## config.mk

```make
export PLATFORM = sky130hd
export DESIGN_NAME = bzc_mul
export DESIGN_NICKNAME = d
export VERILOG_FILES = /design/src/rtl/bzc_pkg.sv /design/src/rtl/bzc_mul.sv
export SDC_FILE = /design/constraint.sdc
export NUM_CORES = 2
export LEC_CHECK = 0
export BUFFER_PORTS_ARGS = -buffer_cell sky130_fd_sc_hd__buf_2
export CAP_MARGIN = 20
export CORE_ASPECT_RATIO = 0.7
export CORE_UTILIZATION = 50
export CTS_CLUSTER_DIAMETER = 80
export DETAILED_ROUTE_END_ITERATION = 10
export PLACE_DENSITY_LB_ADDON = 0.25
export SYNTH_ARGS = -nofsm -noshare
export SYNTH_HDL_FRONTEND = slang
export SYNTH_SLANG_ARGS = --single-unit
```

## constraint.sdc

```tcl
create_clock -name clock -period 16.89 [get_ports clock]
set_clock_uncertainty 0.05 [all_clocks]
set_input_delay 3.378 -clock clock [delete_from_list [all_inputs] [get_ports clock]]
set_output_delay 3.378 -clock clock [all_outputs]
set_load 0.02 [all_outputs]
```

## src/rtl/bzc_pkg.sv

```systemverilog
// Package with the types, constants and helper functions of the Bezier curve evaluator.
`timescale 1ns / 1ps
package bzc_pkg;

   localparam int MAX_POINTS = 16;
   localparam int IDX_W      = $clog2(MAX_POINTS);
   localparam int CNT_W      = $clog2(MAX_POINTS + 1);
   localparam int COORD_W    = 32;
   localparam int WORK_W     = COORD_W + 2;
   localparam int DIFF_W     = WORK_W + 1;
   localparam int T_W        = 17;
   localparam int MULB_W     = T_W + 1;
   localparam int PROD_W     = DIFF_W + MULB_W;
   localparam int FRAC_W     = 16;
   localparam int OUT_W      = 48;
   localparam int FACT_W     = 8;

   localparam logic [T_W-1:0] T_ONE = T_W'(65536);
   localparam logic signed [PROD_W-1:0] ROUND_HALF = PROD_W'(32768);

   localparam logic ACT_LOAD = 1'b0;
   localparam logic ACT_EVAL = 1'b1;

   localparam logic [1:0] MODE_POINT = 2'd0;
   localparam logic [1:0] MODE_SLOPE = 2'd1;
   localparam logic [1:0] MODE_BEND  = 2'd2;

   localparam logic [1:0] AXIS_X = 2'd0;
   localparam logic [1:0] AXIS_Y = 2'd1;
   localparam logic [1:0] AXIS_Z = 2'd2;

   typedef struct packed {
      logic                      action;
      logic [3:0]                point_index;
      logic signed [COORD_W-1:0] coord_x;
      logic signed [COORD_W-1:0] coord_y;
      logic signed [COORD_W-1:0] coord_z;
      logic [T_W-1:0]            eval_t;
   } req_type;

   typedef struct packed {
      logic signed [OUT_W-1:0] point_x;
      logic signed [OUT_W-1:0] point_y;
      logic signed [OUT_W-1:0] point_z;
      logic signed [OUT_W-1:0] slope_x;
      logic signed [OUT_W-1:0] slope_y;
      logic signed [OUT_W-1:0] slope_z;
      logic signed [OUT_W-1:0] bend_x;
      logic signed [OUT_W-1:0] bend_y;
      logic signed [OUT_W-1:0] bend_z;
   } rsp_type;

   // Clamp a full product to the signed output range.
   function automatic logic signed [OUT_W-1:0] sat_out(input logic signed [PROD_W-1:0] v);
      logic signed [PROD_W-1:0] hi;
      logic signed [PROD_W-1:0] lo;
      hi = PROD_W'({1'b0, {(OUT_W-1){1'b1}}});
      lo = ~hi;
      if (v > hi) begin
         sat_out = {1'b0, {(OUT_W-1){1'b1}}};
      end else if (v < lo) begin
         sat_out = {1'b1, {(OUT_W-1){1'b0}}};
      end else begin
         sat_out = v[OUT_W-1:0];
      end
   endfunction

   // Finish one interpolation: a + floor((d*t + half) / 2^16).
   function automatic logic signed [WORK_W-1:0] interp_finish(
      input logic signed [WORK_W-1:0] a,
      input logic signed [PROD_W-1:0] p);
      logic signed [PROD_W-1:0] q;
      logic signed [DIFF_W-1:0] s;
      q = (p + ROUND_HALF) >>> FRAC_W;
      s = DIFF_W'(a) + q[DIFF_W-1:0];
      interp_finish = s[WORK_W-1:0];
   endfunction

endpackage

```

## src/rtl/bzc_mul.sv

```systemverilog
// Shared signed multiplier with a registered product.
`timescale 1ns / 1ps
module bzc_mul (
   input  logic                                 clock,
   input  logic signed [bzc_pkg::DIFF_W-1:0]    mul_a,
   input  logic signed [bzc_pkg::MULB_W-1:0]    mul_b,
   output logic signed [bzc_pkg::PROD_W-1:0]    mul_p
);
   import bzc_pkg::*;

   logic signed [PROD_W-1:0] prod_ff;

   always_ff @(posedge clock) begin
      prod_ff <= PROD_W'(mul_a) * PROD_W'(mul_b);
   end

   assign mul_p = prod_ff;

endmodule

```

==> results.ini <==
[run_status]
status=finished clean

[cells_and_area]
fin_cells=3048
final_cell_mix=640 x inv_1, 601 x fa_1, 372 x nand2_1, 249 x and2_1, 127 x ha_1
final_common_cell=inv_1
fillers=4092
multi_input_area_um2=18500
drive_gt1_share_pct=5.14
largest_reg_flops=53
num-nets-final=3232
syn_to_final_growth_pct=4.57
seq_area_um2=1060

[synthesis]
syn_avg_cell_area_um2=9.13
synth_cell_types=49
syn_nets=3232
async_flop_share_pct=0
synth_seq_cells=53
syn-instance-count=2450
synth_area_um2=22400
seq_area_frac_synth_pct=4.74
ys_warn_count=0
synth-edff-count=0
synthFlopType=dfxtp_1

[critical_path]
worst-setup-path-type=in -> reg
crit_family=adder cells
crit_path_cell_trace=buf_2 > and2_1 > fa_1 > inv_1 > fa_1 > fa_1 > fa_1 > inv_1 > fa_1 > inv_1 > fa_1 > inv_1 > ha_1 > nand2_1 > a21oi_1 > o311ai_1 > buf_4 > a21oi_1 > a21oi_1 > a21oi_1 > a31oi_1 > o21ai_1 > xor2_1
slowest_stage=buf_2
worst-path-buf-inv=6
crit_path_start_kind=primary input
cpPeakStageDelay_ns=0.64
cp.required_ns=17.10
cp-end-kind=flip-flop
critPathArrivalTime_ns=10.75
cp_common_cell=fa_1
cp_max_fo=35

[global_routing]
met3_usage_pct=8.84
antenna_found_initial=3
grt_pass1_wl_um=98800
use_met2_pct=43.8
grt_max_degree=36
grt_busiest_layer=met2
met1_usage_pct=40.3
grt_pass1_vias=18100
grt-ovfl-total=0
grt_usage_pct=29.0

[sta]
worstMarginPinSlew_ns=0.954
slew_viol_final=0
rsz0062_at_grt=no
setup_tns_ns=0
finalSetupViolCount=0
fmax_ghz=0.0949
timing_hold_violations_final=0
relSlewSlack_pct=36.4
final.min_clock_period_ns=10.54
period_share_pct=62.4

[place]
place_inst=3037
gp_congestion=1.03
dpl.hpwl_um=48200
io_buffers=106

[die]
die_area_um2=45600
die_w_um=255
rows=64
io_pins=107
start_util_pct=51.0
coreArea_um2=43900
die_h_um=179

[drt]
drtIter0Drc=1352
ant_nets=0
vias=16200
wl_um=61000
vias_per_cell=5.32
drt_first_pass_iters=6
drc=0
wl_per_cell_um=20.0

[cts]
clk_pin_slew_worst_paths_ns=0.08
cts_root_buffer=clkbuf_16
clk_path_buf_depth=2
cts_tree=built
clkSinkCount=53
cts_resized=0
h-tree-depth=2
hold_buffers=0
post_cts_buffers=0
cts_buffers=5

[run]
timing.max_cap.violations=0

[min_path]
hold_path.class=in -> reg

## per-stage QoR
| stage | util, % | hold WS [ns] | area, um^2 | setup slack [ns] |
|---|---|---|---|---|
| global placement | 53.0 | 3.74 | 23300 | 6.18 |
| floorplan | - | 3.45 | 22400 | 7.29 |
| detailed placement | 53.0 | 3.74 | 23300 | 6.21 |
| finish | 53.3 | 3.42 | 23400 | 6.35 |
| global route | 53.3 | 3.43 | 23400 | 6.17 |
| CTS | 53.3 | 3.41 | 23400 | 6.51 |
## Yosys cell counts (19+ instances only)
master	number	area share, %
and2_1	249	7.0
clkbuf_1	118	2.0
nand2_1	372	6.2
fa_1	601	54
ha_1	127	7.1
dfxtp_1	53	4.7
inv_1	640	11
a21o_1	37	1.2
o21ai_0	19	0.42
a21oi_1	39	0.87
xnor2_1	39	1.5
nor2_1	43	0.72
## area by class of cell
class	count	area share, %
Multi-Input combinational cell	1636	78.9
Timing Repair Buffer	113	2.49
Tap cell	594	3.18
Sequential cell	53	4.53
Inverter	641	10.3
Clock buffer	7	0.567
Antenna cell	3	0.0321
Clock inverter	1	0.0321
## final timing paths
check | from | end | slack, ns | cells after the start
setup / recovery | mul_b[7] | mul_p[51] | 6.35 | 23
hold / removal | mul_a[0] | mul_p[0] | 3.42 | 2
## cell families after synthesis
group | Yosys count | synth area share [%]
AO/OA/AOI/OAI | 146 | 4.37
XOR/XNOR | 55 | 2.15
adder cells (fa/ha/maj) | 728 | 60.9
buffers and inverters | 761 | 12.8
flip-flops | 53 | 4.74
AND/OR/NAND/NOR | 707 | 15.1
## layer usage
metal / routed length, um / vias to the layer above
met2: 26300 / 823
met4: 1810 / 0
li1: - / 6977
met1: 26000 / 8311
met5: 0 / -
met3: 6960 / 112
Power is not shown: default switching activity piles up to over one toggle a cycle in this logic, so the estimate is an artifact.
